$ cat config.mk
export PLATFORM = sky130hd
export DESIGN_NAME = mdd_cell
export DESIGN_NICKNAME = d
export VERILOG_FILES = /design/src/hdl/min_distance_iq_demapper_assert.svh /design/src/hdl/mdd_pkg.sv /design/src/hdl/mdd_cell.sv
export SDC_FILE = /design/constraint.sdc
export NUM_CORES = 1
export LEC_CHECK = 0
export BUFFER_PORTS_ARGS = -buffer_cell sky130_fd_sc_hd__buf_2
export CORE_ASPECT_RATIO = 0.8
export CORE_UTILIZATION = 63
export CTS_CLUSTER_DIAMETER = 80
export DETAILED_ROUTE_END_ITERATION = 8
export GPL_ROUTABILITY_DRIVEN = 0
export PLACE_DENSITY_LB_ADDON = 0.12
export SYNTH_ARGS = -nofsm -noshare
export SYNTH_HDL_FRONTEND = slang
export SYNTH_SLANG_ARGS = --single-unit
$ cat constraint.sdc
create_clock -name clk -period 3.4 [get_ports clk]
set_input_delay 0.68 -clock clk [delete_from_list [all_inputs] [get_ports clk]]
set_output_delay 0.68 -clock clk [all_outputs]
set_load 0.01 [all_outputs]
$ cat src/hdl/min_distance_iq_demapper_assert.svh
// Assertion macros for the minimum-distance I/Q demapper.
// Needs signals named clk and rst_n in the scope where a macro is used.
`ifndef MIN_DISTANCE_IQ_DEMAPPER_ASSERT_SVH
`define MIN_DISTANCE_IQ_DEMAPPER_ASSERT_SVH

// The consequent must hold in the same cycle as the antecedent.
`define MDD_ASSERT_SAME(label, ante, cons) \
    label: assert property (@(posedge clk) disable iff (!rst_n) (ante) |-> (cons)) \
        else $error("demapper assertion failed");

// The consequent must hold in the cycle after the antecedent.
`define MDD_ASSERT_NEXT(label, ante, cons) \
    label: assert property (@(posedge clk) disable iff (!rst_n) (ante) |=> (cons)) \
        else $error("demapper assertion failed");

`endif

$ cat src/hdl/mdd_pkg.sv
// Shared types and constants for the minimum-distance I/Q demapper.
// No dependencies; used by mdd_cell, mdd_ser and the top level.
package mdd_pkg;

    localparam int SMP_W          = 12;  // sample width, Q7.4
    localparam int PT_W           = 8;   // point coordinate width, Q3.4
    localparam int DIFF_W         = 13;  // sample minus point
    localparam int SQ_W           = 23;  // one squared difference
    localparam int DIST_W         = 24;  // sum of two squares
    localparam int IDX_W          = 4;   // point index bits
    localparam int POS_W          = 2;   // selects one bit of an index
    localparam int NB_W           = 3;   // bits_per_symbol register width
    localparam int PTS_W          = 5;   // point count, up to sixteen
    localparam int CFG_IDX_W      = 3;
    localparam int CFG_DATA_W     = 64;
    localparam int PT_PACK_W      = 16;  // one packed point in a table word
    localparam int PTS_PER_WORD   = 4;
    localparam int DEF_MAX_POINTS = 16;

    localparam logic [NB_W-1:0] NB_RESET = 3'd4;
    localparam logic [NB_W-1:0] NB_MIN   = 3'd1;
    localparam logic [NB_W-1:0] NB_MAX   = 3'd4;

    typedef enum logic [CFG_IDX_W-1:0] {
        REG_BITS_PER_SYMBOL = 3'd0,
        REG_POINT_TABLE_A   = 3'd1,
        REG_POINT_TABLE_B   = 3'd2,
        REG_POINT_TABLE_C   = 3'd3,
        REG_POINT_TABLE_D   = 3'd4
    } cfg_reg_e;

    typedef struct packed {
        logic signed [SMP_W-1:0] sample_i;
        logic signed [SMP_W-1:0] sample_q;
    } smp_t;

    typedef struct packed {
        logic bit_out;
        logic last_bit;
    } bits_t;

    // Q sits in the high byte, I in the low byte, as in the table words.
    typedef struct packed {
        logic signed [PT_W-1:0] q;
        logic signed [PT_W-1:0] i;
    } point_t;

    typedef struct packed {
        logic signed [SMP_W-1:0] smp_i;
        logic signed [SMP_W-1:0] smp_q;
        logic [DIST_W-1:0]       best_d;
        logic [IDX_W-1:0]        best_idx;
    } cell_bus_t;

    typedef struct packed {
        logic            load;
        logic [IDX_W-1:0] idx;
        logic [NB_W-1:0]  nb;
    } ser_ctl_t;

endpackage

$ cat src/hdl/mdd_cell.sv
// One cell of the distance chain: holds nothing but its pipeline stages.
// Depends on mdd_pkg. Its point comes from the table registers in the top.
module mdd_cell #(
    parameter int CELL_IDX = 0
) (
    input  logic               clk,
    input  logic               rst_n,
    input  logic               adv,
    input  logic               active,
    input  mdd_pkg::point_t    point,
    input  logic               valid_in,
    input  mdd_pkg::cell_bus_t bus_in,
    output logic               valid_out,
    output mdd_pkg::cell_bus_t bus_out
);

    logic signed [mdd_pkg::DIFF_W-1:0]   di;
    logic signed [mdd_pkg::DIFF_W-1:0]   dq;
    logic signed [2*mdd_pkg::DIFF_W-1:0] pi_full;
    logic signed [2*mdd_pkg::DIFF_W-1:0] pq_full;

    logic                         s1_valid_reg;
    mdd_pkg::cell_bus_t           s1_bus_reg;
    logic [mdd_pkg::SQ_W-1:0]     sqi_reg;
    logic [mdd_pkg::SQ_W-1:0]     sqq_reg;

    logic                         s2_valid_reg;
    mdd_pkg::cell_bus_t           s2_bus_reg;
    mdd_pkg::cell_bus_t           s2_bus_next;
    logic [mdd_pkg::DIST_W-1:0]   dist_sum;
    logic                         take;

    // First stage: the two squared differences.
    assign di      = mdd_pkg::DIFF_W'(bus_in.smp_i) - mdd_pkg::DIFF_W'(point.i);
    assign dq      = mdd_pkg::DIFF_W'(bus_in.smp_q) - mdd_pkg::DIFF_W'(point.q);
    assign pi_full = di * di;
    assign pq_full = dq * dq;

    // Second stage: sum and compare; a strict compare keeps the lower index on a tie.
    assign dist_sum = mdd_pkg::DIST_W'(sqi_reg) + mdd_pkg::DIST_W'(sqq_reg);
    assign take     = active && ((CELL_IDX == 0) || (dist_sum < s1_bus_reg.best_d));

    always_comb
    begin
        s2_bus_next = s1_bus_reg;
        if (take)
        begin
            s2_bus_next.best_d   = dist_sum;
            s2_bus_next.best_idx = mdd_pkg::IDX_W'(CELL_IDX);
        end
    end

    always_ff @(posedge clk or negedge rst_n)
    begin
        if (!rst_n)
        begin
            s1_valid_reg <= 1'b0;
            s2_valid_reg <= 1'b0;
        end
        else if (adv)
        begin
            s1_valid_reg <= valid_in;
            s2_valid_reg <= s1_valid_reg;
        end
    end

    always_ff @(posedge clk)
    begin
        if (adv)
        begin
            s1_bus_reg <= bus_in;
            sqi_reg    <= pi_full[mdd_pkg::SQ_W-1:0];
            sqq_reg    <= pq_full[mdd_pkg::SQ_W-1:0];
            s2_bus_reg <= s2_bus_next;
        end
    end

    assign valid_out = s2_valid_reg;
    assign bus_out   = s2_bus_reg;

endmodule

### After elaboration in Yosys (flattened, before gate mapping)

Cells that the tools add are included.

* flip-flop bits (word level): 152
* input port bits: 73
* word-level logic and storage cells: 18
* output and inout bits: 53

* add/subtract/negate cells: 3
* $mul: 2
* muxes and demuxes: 1

Operators with widths (count)
* $mul A13 B13 Y23: 2
* $mux W28: 1
* $sub A12 B8 Y13: 2
* $add A23 B23 Y24: 1

### Logic depth before layout (Yosys ltp)

* depth after elaboration: 2
* gate-level depth with buffers: 32
* gate-level depth less buffers: 31

### Least setup slack after synthesis

No wires, ideal clock.

* path type: in2reg
* from: input point[4] (netlist name)
* to: register sqi_reg[22] (netlist name) (data pin)
* cell stages on the path: 30
* data required time: 3142 ps
* setup time: 258 ps
* path buffers: 0
* arrival time: 7475 ps
* slack: -4333 ps
* cell sequence: inv_1 > ha_1 > or3_4 > or2_2 > o21a_1 > a21o_1 > a21o_1 > xnor2_2 > inv_2 > nand2_1 > inv_1 > ha_1 > xnor2_1 > fa_1 > inv_1 > fa_1 > fa_1 > fa_1 > inv_1 > fa_1 > inv_1 > ha_1 > and3_1 > nand3_1 > a211oi_1 > o31ai_1 > a21oi_1 > or3_1 > a221o_1 > xnor2_1

* cells in the longest elaborated chain, start to end: 2

RTL lines
* start: declaration: RTL line mdd_cell.sv:10 `input mdd_pkg::point_t point,`
* $sub A12 B8 Y13: RTL line mdd_cell.sv:34 `assign di = mdd_pkg::DIFF_W'(bus_in.smp_i) - mdd_pkg::DIFF_W'(point.i);`
* $mul A13 B13 Y23: RTL line mdd_cell.sv:36 `assign pi_full = di * di;`
* via pi_full, one bit: RTL line mdd_cell.sv:19 `logic signed [2*mdd_pkg::DIFF_W-1:0] pi_full;`
* end signal: assignment: RTL line mdd_cell.sv:72 `sqi_reg <= pi_full[mdd_pkg::SQ_W-1:0];`
* end: declaration: RTL line mdd_cell.sv:24 `logic [mdd_pkg::SQ_W-1:0] sqi_reg;`

The timed path passes the listed nets, and every way through them passes these cells.
A chain may end at the register's enable or synchronous reset.

### Worst setup path in the final report

* from: input point[6] (netlist name)
* to: register sqi_reg[22] (netlist name) (data pin)

Same word-level chain as after synthesis.

==> metrics.md <==
| Metric | Value |
|---|---|
| FF/Latch Area | between 0.004 and 0.005 sq mm |
| Run status | finished with violations |
| CTS tree | done |
| Die Y | roughly 150 um |
| First-pass GRT wire length | 72.1 mm |
| Starting Density | 0.640 |
| Hold Violations, Final | 0 |
| Cells after synthesis | roughly 1600 |
| Post-Layout Cell Count | between 2000 and 2500 |
| Arr. time, crit path | about 7900 ps |
| Ys flop type | edfxtp_1 |
| Tcrit/Tclk final | 2.25 |
| Slew HR | 0.409 |
| Nets | around 2500 |
| Routed length per placed instance | around 22 um |
| Fin area | roughly 0.023 sq mm |
| Startpoint Class | primary input |
| Clock skew | 14.6 ps |
| Sink Count | 150 |
| Vias per cell | ~5.8 |
| Iteration-0 DRC Markers | roughly 1100 |
| Placed Cells | 2333 |
| Adder-cell share of the synthesized area | 0.426 |
| Flops & latches, synth | 150 |
| Share of layout cells above drive strength 1 | 0.398 |
| Die Width | about 180 um |
| DR DRC count | 0 |
| Num CTS Buffers | 17 |
| Worst-path clk slew | 70 ps |
| Die ar. | roughly 0.027 sq mm |
| Crit path top cell by count | fa_1 |
| Diode count | 0 |
| Final setup viols | 37 |
| Area Growth Syn to Fin | 37.9% |
| Worst slew pin tran | between 800 and 900 ps |
| Ports | 126 |
| Largest family of logic cells by synthesized area | adder cells |
| Syn Area/Cell | 10.7 sq um |
| Hold Worst Slack | ~390 ps |
| Maxcap violations | 0 |
| Xor/xnor cell area share of the yosys netlist | 0.0537 |
| CP required | roughly 3700 ps |
| CTS root buf | clkbuf_16 |
| Vias | between 10000 and 15000 |
| Worst hold path type | in2reg |
| Fin. max-slew vios | 0 |
| Final worst slack | -4250 ps |
| Multi-input gate area | 0.0125 sq mm |
| Largest net degree at the start of global routing | 66 |
| Placed Area | ~0.021 sq mm |
| CP peak stage delay | between 500 and 600 ps |
| Htree depth | 4 |
| Tot GR Track Use | 0.349 |
| Failing checks | setup timing |
| Async S/R FF share, synth | 0.0133 |
| Routed Antenna Nets | 0 |
| Clock Latency Late Sink | between 400 and 500 ps |
| Type of the worst setup path | in2reg |
| Port bufs | between 100 and 150 |
| DP Wirelength | 32.0 mm |
| Slowest CP cell | fa_1 |
| DR pass1 iterations | 5 |
| Grt ovf | 0 |
| Fmax | ~130 MHz |
| CP Capture Type | register |
| Antenna violations before repair | 0 |
| Bufs on Longest Clock Path | 2 |
| RSZ-0062 raised after global routing | true |
| Post-synthesis sequential area ratio | 0.268 |
| Synth Cell Area | 0.0168 sq mm |
| Number of global-route vias before repair | 14500 |
| Post-synth EDFFs | around 150 |
| CP Max Fanout | 6 |
| Total core area | 0.0262 sq mm |
| WL final | about 53 mm |
| Ys Warns | 0 |
| Synth cell types | 63 |
| Simple-Gate Fraction of Synth Area | 0.0799 |
| Fill cell count | about 1100 |
| Clock period minus worst slack | 7650 ps |
| Compound-Gate Fraction of Synth Area | 0.0674 |
| Row cnt | between 50 and 60 |
| Post-synthesis mux area share | 0.0139 |
cells in the final DEF (no fill, tap or decap), drive strengths merged, types with 3 or more instances in the layout:
master,Yosys,routed
buf,2,482
inv,383,390
fa,252,252
ha,168,168
edfxtp,148,148
nand2,114,114
nor2,114,114
xnor2,74,74
a21oi,45,45
o21ai,30,30
xor2,27,27
nand2b,22,22
clkbuf,14,19
a21o,18,18
mux2,18,18
nor2b,13,13
o21a,12,12
nor3,10,10
or3,9,9
o21bai,7,7
clkinv,4,7
nand3,6,6
a211oi,5,5
a31oi,5,5
o211a,5,5
a31o,4,4
and2,4,4
o31ai,3,3
a22o,3,3
mux2i,3,3
o22ai,3,3
or2,3,3
o41ai,3,3
synth_stat cells, drive strengths merged (3+ instances only):
cell | n | area (sq um)
inv | 383 | 1440
nor2 | 114 | 435
nand3 | 6 | 30.0
o31ai | 3 | 22.5
a22o | 3 | 26.3
a21oi | 45 | 225
a21o | 18 | 135
o211a | 5 | 50.1
o22ai | 3 | 18.8
o21ai | 30 | 150
nor3 | 10 | 55.1
fa | 252 | 5040
nand2 | 114 | 428
mux2i | 3 | 30.0
ha | 168 | 2100
xnor2 | 74 | 663
and2 | 4 | 25.0
o21a | 12 | 90.1
nor2b | 13 | 88.8
clkinv | 4 | 15.0
a31o | 4 | 35.0
o21bai | 7 | 52.6
a211oi | 5 | 42.5
edfxtp | 148 | 4440
or2 | 3 | 18.8
clkbuf | 14 | 52.6
o41ai | 3 | 63.8
or3 | 9 | 61.3
nand2b | 22 | 138
xor2 | 27 | 236
mux2 | 18 | 203
a31oi | 5 | 31.3
routing by layer:
metal	GRT usage	wire length, um	vias up
li1	-	-	5895
met4	0.138	3520	0
met5	0	0	-
met3	0.0682	5180	330
met1	0.440	18700	6817
met2	0.594	25300	934
repair_timing:
| item | in CTS | in global routing |
|---|---|---|
| hold buffers | 1 | 0 |
| gates resized for setup | 142 | 126 |
| cloned | 0 | 0 |
| hold endpoints to repair | 2 | 0 |
| pin swaps | 104 | 70 |
| setup buffers | 34 | 36 |
| setup endpoints to repair | 38 | 38 |
kinds of logic after synthesis:
group,Yosys count
adders and majority gates,420
buffers and inverters,403
and+or+nand+nor,303
AOI/OAI and AO/OA,163
DFF,150
xor gates and xnor gates,101
muxes,21
other,1
worst max-delay path: cells and delay by family:
family	cells	cell delay [ps]
xor+xnor	3	610
compound gates	8	1740
buf+inv	7	540
simple gates	5	1180
fa+ha+maj	8	3170
per-stage QoR:
stage | TNS, ps | setup slack, ps | util
after CTS | -100160 | -3800 | 0.854
after global placement | -118610 | -4410 | 0.799
after floorplan | -100570 | -4070 | -
final | -109050 | -4250 | 0.882
after global routing | -114900 | -4460 | 0.882
after detailed placement | -122760 | -4550 | 0.799
final timing paths:
kind	from	end	slack [ps]	depth (start not counted)
setup reg to reg	sqq_reg[4]$_DFFE_PP_	bus_out[24]$_DFFE_PP_	20	8
max in group asynchronous	rst_n	valid_out$_DFFE_PN0P_	2760	2
hold reg to reg	s1_bus_reg[31]$_DFFE_PP_	bus_out[31]$_DFFE_PP_	420	0
hold / removal	bus_in[19]	s1_bus_reg[19]$_DFFE_PP_	390	1
min in group asynchronous	rst_n	s1_valid_reg$_DFFE_PN0P_	540	2
setup / recovery	point[6]	sqi_reg[22]$_DFFE_PP_	-4250	31
layout make-up:
cell class / count / area share
clock buffers: 19 / 0.0187
clock inverters: 13 / 0.00606
inverters: 387 / 0.0651
multi-input cells: 1010 / 0.540
flip-flops and latches: 150 / 0.194
well taps: 357 / 0.0193
repair buffers: 483 / 0.157
Power is not shown: default switching activity piles up to over one toggle a cycle in this logic, so the estimate is an artifact.
