File: config.mk
export PLATFORM = sky130hd
export DESIGN_NAME = mdd_ser
export DESIGN_NICKNAME = d
export VERILOG_FILES = /design/src/hdl/min_distance_iq_demapper_assert.svh /design/src/hdl/mdd_pkg.sv /design/src/hdl/mdd_ser.sv
export SDC_FILE = /design/constraint.sdc
export NUM_CORES = 1
export LEC_CHECK = 0
export BUFFER_PORTS_ARGS = -buffer_cell sky130_fd_sc_hd__buf_2
export CAP_MARGIN = 30
export CORE_AREA = 2 2 39 41
export DETAILED_ROUTE_END_ITERATION = 10
export DIE_AREA = 0 0 41 43
export HOLD_SLACK_MARGIN = 0.15
export SETUP_SLACK_MARGIN = 0.5
export SLEW_MARGIN = 20
export SYNTH_ARGS = -nofsm -noshare
export SYNTH_HDL_FRONTEND = slang
export SYNTH_SLANG_ARGS = --single-unit
File: constraint.sdc
create_clock -name clk -period 3.06 [get_ports clk]
set_input_delay 0.153 -clock clk [delete_from_list [all_inputs] [get_ports clk]]
set_output_delay 0.153 -clock clk [all_outputs]
set_load 0.03 [all_outputs]
File: src/hdl/min_distance_iq_demapper_assert.svh
// Assertion macros for the minimum-distance I/Q demapper.
// Needs signals named clk and rst_n in the scope where a macro is used.
`ifndef MIN_DISTANCE_IQ_DEMAPPER_ASSERT_SVH
`define MIN_DISTANCE_IQ_DEMAPPER_ASSERT_SVH

// The consequent must hold in the same cycle as the antecedent.
`define MDD_ASSERT_SAME(label, ante, cons) \
    label: assert property (@(posedge clk) disable iff (!rst_n) (ante) |-> (cons)) \
        else $error("demapper assertion failed");

// The consequent must hold in the cycle after the antecedent.
`define MDD_ASSERT_NEXT(label, ante, cons) \
    label: assert property (@(posedge clk) disable iff (!rst_n) (ante) |=> (cons)) \
        else $error("demapper assertion failed");

`endif

File: src/hdl/mdd_pkg.sv
// Shared types and constants for the minimum-distance I/Q demapper.
// No dependencies; used by mdd_cell, mdd_ser and the top level.
package mdd_pkg;

    localparam int SMP_W          = 12;  // sample width, Q7.4
    localparam int PT_W           = 8;   // point coordinate width, Q3.4
    localparam int DIFF_W         = 13;  // sample minus point
    localparam int SQ_W           = 23;  // one squared difference
    localparam int DIST_W         = 24;  // sum of two squares
    localparam int IDX_W          = 4;   // point index bits
    localparam int POS_W          = 2;   // selects one bit of an index
    localparam int NB_W           = 3;   // bits_per_symbol register width
    localparam int PTS_W          = 5;   // point count, up to sixteen
    localparam int CFG_IDX_W      = 3;
    localparam int CFG_DATA_W     = 64;
    localparam int PT_PACK_W      = 16;  // one packed point in a table word
    localparam int PTS_PER_WORD   = 4;
    localparam int DEF_MAX_POINTS = 16;

    localparam logic [NB_W-1:0] NB_RESET = 3'd4;
    localparam logic [NB_W-1:0] NB_MIN   = 3'd1;
    localparam logic [NB_W-1:0] NB_MAX   = 3'd4;

    typedef enum logic [CFG_IDX_W-1:0] {
        REG_BITS_PER_SYMBOL = 3'd0,
        REG_POINT_TABLE_A   = 3'd1,
        REG_POINT_TABLE_B   = 3'd2,
        REG_POINT_TABLE_C   = 3'd3,
        REG_POINT_TABLE_D   = 3'd4
    } cfg_reg_e;

    typedef struct packed {
        logic signed [SMP_W-1:0] sample_i;
        logic signed [SMP_W-1:0] sample_q;
    } smp_t;

    typedef struct packed {
        logic bit_out;
        logic last_bit;
    } bits_t;

    // Q sits in the high byte, I in the low byte, as in the table words.
    typedef struct packed {
        logic signed [PT_W-1:0] q;
        logic signed [PT_W-1:0] i;
    } point_t;

    typedef struct packed {
        logic signed [SMP_W-1:0] smp_i;
        logic signed [SMP_W-1:0] smp_q;
        logic [DIST_W-1:0]       best_d;
        logic [IDX_W-1:0]        best_idx;
    } cell_bus_t;

    typedef struct packed {
        logic            load;
        logic [IDX_W-1:0] idx;
        logic [NB_W-1:0]  nb;
    } ser_ctl_t;

endpackage

File: src/hdl/mdd_ser.sv
// Serializer: sends the chosen point index one bit per beat, MSB first.
// Depends on mdd_pkg; loaded from the tail of the cell chain.
module mdd_ser (
    input  logic              clk,
    input  logic              rst_n,
    input  mdd_pkg::ser_ctl_t ctl,
    output logic              free,
    output logic              bit_valid,
    input  logic              bit_stall,
    output mdd_pkg::bits_t    bit_data
);

    logic                        valid_reg;
    logic [mdd_pkg::NB_W-1:0]    cnt_reg;
    logic [mdd_pkg::IDX_W-1:0]   idx_reg;
    logic [mdd_pkg::POS_W-1:0]   pos;
    logic                        fire;
    logic                        last;

    assign pos  = mdd_pkg::POS_W'(cnt_reg - 3'd1);
    assign fire = valid_reg && !bit_stall;
    assign last = (cnt_reg == 3'd1);
    assign free = !valid_reg || (fire && last);

    always_ff @(posedge clk or negedge rst_n)
    begin
        if (!rst_n)
        begin
            valid_reg <= 1'b0;
            cnt_reg   <= '0;
        end
        else if (ctl.load)
        begin
            valid_reg <= 1'b1;
            cnt_reg   <= ctl.nb;
        end
        else if (fire)
        begin
            if (last)
            begin
                valid_reg <= 1'b0;
            end
            else
            begin
                cnt_reg <= cnt_reg - 3'd1;
            end
        end
    end

    always_ff @(posedge clk)
    begin
        if (ctl.load)
        begin
            idx_reg <= ctl.idx;
        end
    end

    assign bit_valid         = valid_reg;
    assign bit_data.bit_out  = idx_reg[pos];
    assign bit_data.last_bit = last;

endmodule
; ---- After elaboration in Yosys (flattened, before gate mapping)
; Cells that the tools add are included.
[totals]
ff_bits = 8
in_bits = 11
out_inout_bits = 4
wordCells = 24
[classes]
mux = 8
addsub = 1
reduce_logical = 9
n_eq_ne = 2
order_cmp = 1
[ops]
columns = operator, n
row1 = 3-bit two-way mux, 3
row2 = 1-bit two-way mux, 4
row3 = 2-bit AND reduction, 2
row4 = 2-bit nonzero test, 2
row5 = "3-bit by 1-bit == test with 1-bit output, second input constant", 1
row6 = "2-bit by 3-bit less-than comparator with 1-bit output, second input constant", 1
row7 = "3-bit by 1-bit subtractor with 3-bit output, second input constant", 1
row8 = 1-bit binary-select mux with 2-bit select, 1
row9 = 1-bit logical AND, 2
row10 = 1-bit zero test, 2
row11 = "2-bit != test, second input constant", 1
row12 = 1-bit logical OR, 1

; ---- Depth between registers and ports, before layout
; Gate-level depths: netlist of run 1.
[logic_depth]
ltp_word = 4
ltp_mapped = 5
ltp_nobuf = 5

; ---- Least setup slack after synthesis of run 1
; No wires, ideal clock.
[synth_timing]
path_type = register -> register
startpoint = reg cnt_reg[1] (netlist name)
endpoint = reg valid_reg, in the netlist bit_valid
synth_period_minus_slack_ns = 1.423
slack_ns = 1.637
path_stages_with_launch = 6
path_buffers = 0
arrival_time_ns = 1.277
setup_ns = 0.146
path_cell_list = dfrtp_1 -> inv_1 -> ha_1 -> nand2b_4 -> o21ai_1 -> nand2b_1
[synth_via]
elab_chain_cells = 3
[synth_rtl]
columns = element, line
row1 = "start, declared", mdd_ser.sv:14  ; logic [mdd_pkg::NB_W-1:0] cnt_reg;
row2 = "start signal, assigned", mdd_ser.sv:35  ; cnt_reg <= ctl.nb;
row3 = "start signal, assigned", mdd_ser.sv:45  ; cnt_reg <= cnt_reg - 3'd1;
row4 = 3-bit by 1-bit == test with 1-bit output, mdd_ser.sv:22  ; assign last = (cnt_reg == 3'd1);
row5 = 2-bit nonzero test (no source line), n/a
row6 = 2-bit AND reduction (no source line), n/a
row7 = "end signal, assigned", mdd_ser.sv:29  ; valid_reg <= 1'b0;
row8 = "end signal, assigned", mdd_ser.sv:34  ; valid_reg <= 1'b1;
row9 = "end signal, assigned", mdd_ser.sv:41  ; valid_reg <= 1'b0;
row10 = "end, declared", mdd_ser.sv:13  ; logic valid_reg;
; No other way between the ends.
; A chain may end at the register's enable or synchronous reset.

==> results of run 1 <==
## Yosys cell counts
library cell / instances / area share
edfxtp_1: 4 / 0.30
o21ai_1: 2 / 0.025
buf_4: 1 / 0.019
nand2b_4: 1 / 0.034
mux2i_1: 1 / 0.025
nand3b_1: 1 / 0.019
mux4_2: 1 / 0.056
nand2b_1: 2 / 0.031
ha_1: 2 / 0.062
o31a_1: 1 / 0.022
and3_1: 2 / 0.031
nor2b_4: 1 / 0.034
nor2_1: 1 / 0.0093
dfrtp_1: 4 / 0.25
a21oi_1: 2 / 0.025
o31ai_1: 1 / 0.019
nand2_1: 2 / 0.019
inv_1: 3 / 0.028
## how the worst max path moves through the flow
| stage | end | startpoint | depth (start not counted) | slack (ns) |
|---|---|---|---|---|
| 2_1_floorplan | bit_valid | cnt_reg[1] | 5 | 1.64 |
| 3_3_place_gp | bit_data[1] | cnt_reg[0] | 4 | 1.70 |
| 3_5_place_dp | bit_data[1] | cnt_reg[0] | 4 | 1.66 |
| 4_1_cts | bit_data[1] | cnt_reg[0] | 4 | 1.38 |
| 5_1_grt | bit_data[1] | cnt_reg[0] | 4 | 1.31 |
| 6_report | bit_data[1] | cnt_reg[0] | 4 | 1.40 |
## routing by layer
metal / wire, microns / vias to the layer above
met3: 44 / 0
met5: 0 / -
met4: 0 / 0
met1: 333 / 141
met2: 394 / 12
li1: - / 160
## layout make-up
type | instances | area, sq um | area share
Sequential cell | 8 | 220 | 0.378
Timing Repair Buffer | 21 | 140 | 0.240
Clock buffer | 4 | 26.3 | 0.0451
Tap cell | 16 | 20.0 | 0.0343
Multi-Input combinational cell | 20 | 165 | 0.283
Inverter | 3 | 11.3 | 0.0193
## power by group through the flow
stage | Combinational (uW) | Clock (uW) | Sequential, uW
2_1_floorplan | 53.9 | 0 | 133
3_3_place_gp | 75.3 | 0 | 132
3_5_place_dp | 76.1 | 0 | 133
4_1_cts | 83.0 | 93.2 | 130
5_1_grt | 90.3 | 100 | 132
6_report | 82.0 | 87.7 | 130
## through the flow
stage | setup WS [ns] | std cells | instance area [sq um] | utilization | hold WS, ns
detailed placement | 1.66 | 61 | 487 | 0.352 | -0.0260
global route | 1.31 | 72 | 583 | 0.421 | 0.226
CTS | 1.38 | 72 | 583 | 0.421 | 0.202
floorplan | 1.64 | 32 | 404 | - | -0.143
global placement | 1.70 | 61 | 487 | 0.352 | -0.0295
finish | 1.40 | 72 | 583 | 0.421 | 0.212
## tightest hold or removal path: cells and delay by family
kind	cells	cell delay, ns
buffers and inverters	1	0.12
AOI/OAI and AO/OA	1	0.09
and+or+nand+nor	1	0.06
## kinds of logic (layout without fill, tap and decap cells)
family,count (synthesis),count (layout),synth area share
AND/OR/NAND/NOR,10,10,0.176
flip-flops,8,8,0.545
AO/OA/AOI/OAI,6,6,0.0898
buffers and inverters,4,28,0.0464
adder cells (fa/ha/maj),2,2,0.0619
multiplexers,2,2,0.0805
==> results_dict.tcl, run 1 <==
set metrics [dict create \
    status "finished, final reports clean" \
    numCtsBuffers 3 \
    synth_seq_cells 8 \
    grt_use_met3 0.0628 \
    place_congestion 0.744 \
    core-area_sq_mm 0.00138 \
    clkLatencyLatePin_ns 0.25 \
    final_common_cell "buf_2" \
    min_period_ns 1.66 \
    maxSlewViolCount 0 \
    cts_resized 0 \
    p_switching_uw 87.4 \
    cts_root_buf "clkbuf_4" \
    place_hpwl_microns 568 \
    cts.path.max_buffers 2 \
    fillers 146 \
    reg2reg_to "cnt_reg[0]" \
    avgSynthCellArea_sq_um 12.6 \
    endpoint_kind "primary output" \
    grt_pass1_wl_microns 1280 \
    power.internal_uw 213 \
    largest_register_ffs 4 \
    yosys_warnings 0 \
    p_leak_uw 0.000285 \
    drive_above_1_share 0.357 \
    drcViolationCount 0 \
    min_path_cells 3 \
    chipHeight_microns 43 \
    relSlewSlack 0.866 \
    wl_microns 771 \
    antenna_found_initial 0 \
    area_growth_pct 44.3 \
    cts_tree "built" \
    num_rows 14 \
    rsz0062_at_grt "false" \
    postCtsSetupBuffers 0 \
    clk_pin_slew_ns 0.06 \
    yosysSeqAreaShare 0.545 \
    clockPowerShare 0.292 \
    firstDrtPassIters 2 \
    ctsHtreeMaxLevel 1 \
    drtIter0Drc 3 \
    diodes 0 \
    critical_path_class "reg2out" \
    setup_viol 0 \
    min_from "bit_stall" \
    tns_ns 0 \
    rrSetupSlack_ns 1.78 \
    netlist_area_sq_um 404 \
    clock-sinks 8 \
    required_ns 2.91 \
    hold_viol_final 0 \
    use_met1 0.123 \
    vias 313 \
    fin_skew_ns 0.00222 \
    die_w_microns 41 \
    cp_top_family "flip-flops" \
    nNetsFinal 70 \
    p_seq_frac 0.435 \
    drt-wirelength-per-cell_microns 10.7 \
    cp_slowest_cell "dfrtp_1" \
    holdBufCountCts 7 \
    ys_types 18 \
    crit_buf_inv 2 \
    maxCapViolations 0 \
    final_cell_mix "buf_2 (14), dlygate4sd3_1 (7), dfrtp_1 (4), edfxtp_1 (4)" \
    pin_count 15 \
    worstMarginPinSlew_ns 0.200 \
    max_stage_delay_ns 0.39 \
    hold-path-endpoint "bit_valid" \
    fin_crit_sh 0.544 \
    max_freq_ghz 0.601 \
    synth_cells 32 \
    path_cells "inv_1 > ha_1 > mux4_2 > buf_2" \
    vias_per_cell 4.35 \
    track_usage 0.116 \
    pwr_density_cell_mw_per_mm2 514 \
    grt_util_met2 0.175 \
    cp.arrival_ns 1.51 \
    finalPower_uw 300 \
    overflow 0 \
    syn_nets 45 \
    die_area_sq_mm 0.00176 \
    ir_drop_mv 0.238 \
    p_comb_frac 0.273 \
    r2r_start "cnt_reg[1]" \
    start_kind "register" \
    rr_worst_depth 5 \
    ant_nets 0 \
    min_path_type "in2reg" \
    grt_max_degree 12 \
    numPortBuffers 14 \
    crit_path_max_fanout 3 \
    grt_pass1_vias 321 \
    top_usage_layer "met2" \
    start_util 0.292 \
    swShare 0.291 \
]
(Power assumes the default switching activity.)
==> run 2, diff against run 1 <==
==> constraint.sdc (replaced) <==
create_clock -name clk -period 1.6 [get_ports clk]
set_input_delay 0.08 -clock clk [delete_from_list [all_inputs] [get_ports clk]]
set_output_delay 0.08 -clock clk [all_outputs]
set_load 0.03 [all_outputs]
==> results_dict.tcl, run 2 (synthesis results as in run 1) <==
set metrics [dict create \
    place_hpwl_microns 559 \
    overflow 0 \
    holdWs_ns 0.130 \
    core-area_sq_mm 0.00138 \
    min_period_ns 1.49 \
    dpl_worst_slack_ns 0.293 \
    maxCapViolations 0 \
    final_common_cell "buf_2" \
    ant_nets 0 \
    num_rows 14 \
    start_util 0.292 \
    start_kind "register" \
    place_congestion 0.686 \
    pin_count 15 \
    vias 335 \
    cts.path.max_buffers 2 \
    worstMarginPinSlew_ns 0.228 \
    firstDrtPassIters 3 \
    holdBufCountCts 9 \
    fillers 131 \
    tns_ns 0 \
    fin_crit_sh 0.930 \
    drtIter0Drc 1 \
    p_leak_uw 0.000308 \
    rsz0062_at_grt "true" \
    grt_pass1_vias 324 \
    placed_cells 61 \
    pwr_density_cell_mw_per_mm2 940 \
    layout_setup_ws_ns 0.112 \
    maxSlewViolCount 0 \
    vias_per_cell 4.41 \
    fin_skew_ns 0.00255 \
    nNetsFinal 74 \
    seq_area_sq_um 221 \
    setup_viol 0 \
    drive_above_1_share 0.483 \
    numCtsBuffers 3 \
    grt_max_degree 12 \
    cts_tree "built" \
    die_area_sq_mm 0.00176 \
    area_growth_pct 66.6 \
    ctsHtreeMaxLevel 1 \
    required_ns 1.52 \
    rrSetupSlack_ns 0.32 \
    final_cell_mix "buf_2 (11), dlygate4sd3_1 (9), edfxtp_1 (4), buf_6 (4)" \
    relSlewSlack 0.848 \
    crit_path_max_fanout 2 \
    chipHeight_microns 43 \
    grt_pass1_wl_microns 1260 \
    cts_root_buf "clkbuf_4" \
    track_usage 0.123 \
    status "finished, final reports clean" \
    drt-wirelength-per-cell_microns 11.1 \
    hold_viol_final 0 \
    diodes 0 \
    cp.arrival_ns 1.41 \
    finalPower_uw 633 \
    instances_no_fill 76 \
    largest_register_ffs 4 \
    clkLatencyLatePin_ns 0.26 \
    drcViolationCount 0 \
    endpoint_kind "primary output" \
    max_freq_ghz 0.672 \
    min_path_type "in2reg" \
    die_w_microns 41 \
    ir_drop_mv 0.561 \
    clock-sinks 8 \
    critical_path_class "reg2out" \
    multiInputGateArea_sq_um 196 \
    antenna_found_initial 0 \
    wl_microns 844 \
    clk_pin_slew_ns 0.06 \
    numPortBuffers 14 \
]
run 2: cell count changes in the layout (fill, tap and decap cells not counted), moves of 2 or more:
| cell | before | now |
|---|---|---|
| dlygate4sd3_1 | 7 | 9 |
| inv_1 | 3 | 1 |
| buf_6 | 0 | 4 |
| buf_2 | 14 | 11 |
| ha_1 | 2 | 0 |
| inv_2 | 0 | 2 |
run 2: stage by stage:
step	area, sq um	utilization
6_report	673	0.486
5_1_grt	673	0.486
4_1_cts	653	0.472
3_5_place_dp	502	0.363
3_3_place_gp	502	0.363
2_1_floorplan	419	-
run 2: cell type report:
type | count | share of cell area
Sequential cell | 8 | 0.329
Timing Repair Buffer | 25 | 0.294
Multi-Input combinational cell | 20 | 0.292
Clock buffer | 4 | 0.0390
Tap cell | 16 | 0.0297
Inverter | 3 | 0.0167
run 2: where the power goes:
group / switching, uW / internal (uW) / total, uW
combinational: 98.7 / 112 / 210
clock: 75.5 / 95.9 / 171
sequential: 13.1 / 238 / 251
run 2: worst max-delay path, cell delays in order, from the launching register on:
cell and delay [ns]:
dfrtp_1 0.38, inv_2 0.07, ha_4 0.26, mux4_2 0.29, buf_6 0.15
run 2: timing repair:
action                                  in CTS  in global routing
gates resized for setup                      7                  3
endpoints found under the setup margin       6                  7
buffers inserted                             1                  1
endpoints found under the hold margin       12                  1
run 2: worst paths after layout:
path,depth (start not counted),endpoint,from
setup / recovery,4,bit_data[1],cnt_reg[0]
hold / removal,3,bit_valid,bit_stall
setup reg to reg,5,cnt_reg[0],cnt_reg[0]
hold reg to reg,2,bit_valid,bit_valid
max in group asynchronous,3,bit_valid,rst_n
min in group asynchronous,3,cnt_reg[2],rst_n
run 2: layer usage:
| metal | vias up | part of all wire | track usage |
|---|---|---|---|
| li1 | 168 | - | - |
| met1 | 150 | 0.35 | 0.110 |
| met2 | 13 | 0.54 | 0.181 |
| met3 | 4 | 0.086 | 0.0942 |
| met4 | 0 | 0.023 | 0.0800 |
| met5 | - | 0 | 0 |
==> run 3, diff against run 2 <==
==> constraint.sdc (replaced) <==
create_clock -name clk -period 1.8 [get_ports clk]
set_input_delay 0.09 -clock clk [delete_from_list [all_inputs] [get_ports clk]]
set_output_delay 0.09 -clock clk [all_outputs]
set_load 0.03 [all_outputs]
==> results_dict.tcl, run 3 (synthesis results as in run 1) <==
set metrics [dict create \
    numPortBuffers 14 \
    cts.path.max_buffers 2 \
    drive_above_1_share 0.466 \
    rsz0062_at_grt "true" \
    final_common_cell "buf_2" \
    critical_path_class "reg2out" \
    worstMarginPinSlew_ns 0.202 \
    path_cells "buf_4 > mux4_2 > buf_6" \
    fin_skew_ns 0.00330 \
    place_hpwl_microns 564 \
    clk_pin_slew_ns 0.05 \
    holdWs_ns 0.157 \
    overflow 0 \
    num_rows 14 \
    dpl_worst_slack_ns 0.471 \
    track_usage 0.130 \
    nNetsFinal 73 \
    core-area_sq_mm 0.00138 \
    cts_root_buf "clkbuf_4" \
    p_leak_uw 0.000297 \
    numCtsBuffers 3 \
    seq_area_sq_um 220 \
    vias_per_cell 4.34 \
    pin_count 15 \
    ant_nets 0 \
    min_path_cells 3 \
    chipHeight_microns 43 \
    firstDrtPassIters 1 \
    rr_worst_depth 6 \
    min_path_type "in2reg" \
    clock-sinks 8 \
    final_cell_mix "buf_2 (11), dlygate4sd3_1 (8), dfrtp_1 (4), edfxtp_1 (4), buf_4 (4)" \
    required_ns 1.71 \
    start_util 0.292 \
    wl_microns 787 \
    diodes 0 \
    worst-path-stages 3 \
    grt_pass1_vias 381 \
    setup_viol 0 \
    vias 321 \
    cp_top_family "multiplexers" \
    hold_viol_final 0 \
    cts_tree "built" \
    crit_path_max_fanout 2 \
    min_period_ns 1.48 \
    start_kind "register" \
    cp.arrival_ns 1.39 \
    max_freq_ghz 0.676 \
    multiInputGateArea_sq_um 184 \
    maxCapViolations 0 \
    clkLatencyLatePin_ns 0.25 \
    ir_drop_mv 0.435 \
    ctsHtreeMaxLevel 1 \
    place_congestion 0.712 \
    crit_buf_inv 2 \
    endpoint_kind "primary output" \
    status "finished, final reports clean" \
    layout_setup_ws_ns 0.321 \
    pwr_density_cell_mw_per_mm2 831 \
    cp_slowest_cell "mux4_2" \
    drt-wirelength-per-cell_microns 10.6 \
    antenna_found_initial 0 \
    relSlewSlack 0.864 \
    area_growth_pct 57.0 \
    tns_ns 0 \
    die_area_sq_mm 0.00176 \
    fin_crit_sh 0.822 \
    largest_register_ffs 4 \
    die_w_microns 41 \
    max_stage_delay_ns 0.50 \
    grt_max_degree 12 \
    drcViolationCount 0 \
    fillers 128 \
    drtIter0Drc 0 \
    grt_pass1_wl_microns 1450 \
    maxSlewViolCount 0 \
]
==> run 3: metal layers <==
metal  up-vias  global-route usage  wire length (microns)
li1        166                   -                      -
met1       142               0.132                    316
met2        11               0.200                    419
met3         2              0.0471                     42
met4         0               0.100                      8
met5         -                   0                      0
==> run 3: area by class of cell <==
cell class                 count  share of cell area
clock buffer                   3              0.0355
inverter                       3              0.0178
multi-input combinational     20               0.290
sequential                     8               0.347
tap                           16              0.0316
timing repair buffer          24               0.278
==> run 3: timing repair <==
item / 4_1_cts / 5_1_grt
buffers inserted: 1 / 1
hold buffers: 8 / 0
pin swaps: 1 / 0
endpoints found under the hold margin: 11 / 0
resized for setup: 6 / 3
setup endpoints to repair: 3 / 5
==> run 3: path summary, 6_finish.rpt <==
path	startpoint	end	slack [ns]
worst max-delay path	cnt_reg[0]	bit_data[1]	0.32
worst min-delay path	ctl[0]	cnt_reg[0]	0.16
worst max register to register	cnt_reg[0]	cnt_reg[0]	0.42
worst min register to register	bit_valid	bit_valid	0.56
max in group asynchronous	rst_n	cnt_reg[1]	1.49
min in group asynchronous	rst_n	cnt_reg[2]	0.18
==> run 3: tightest hold or removal path: stages <==
cell and delay, ns:
buf_2 0.07, nand2b_1 0.09, o31a_1 0.12
==> run 3: through the flow <==
step            util  cells  instance area [sq um]  power (uW)
3_5_place_dp   0.354     61                    490         356
6_report       0.458     74                    634         527
5_1_grt        0.458     74                    634         571
3_3_place_gp   0.354     61                    490         354
2_1_floorplan      -     32                    408         319
4_1_cts        0.449     73                    622         533
==> run 3: where the power goes <==
group,switching (uW),internal (uW)
registers,9.71,211
logic,84.2,90.0
clock network,55.9,76.0
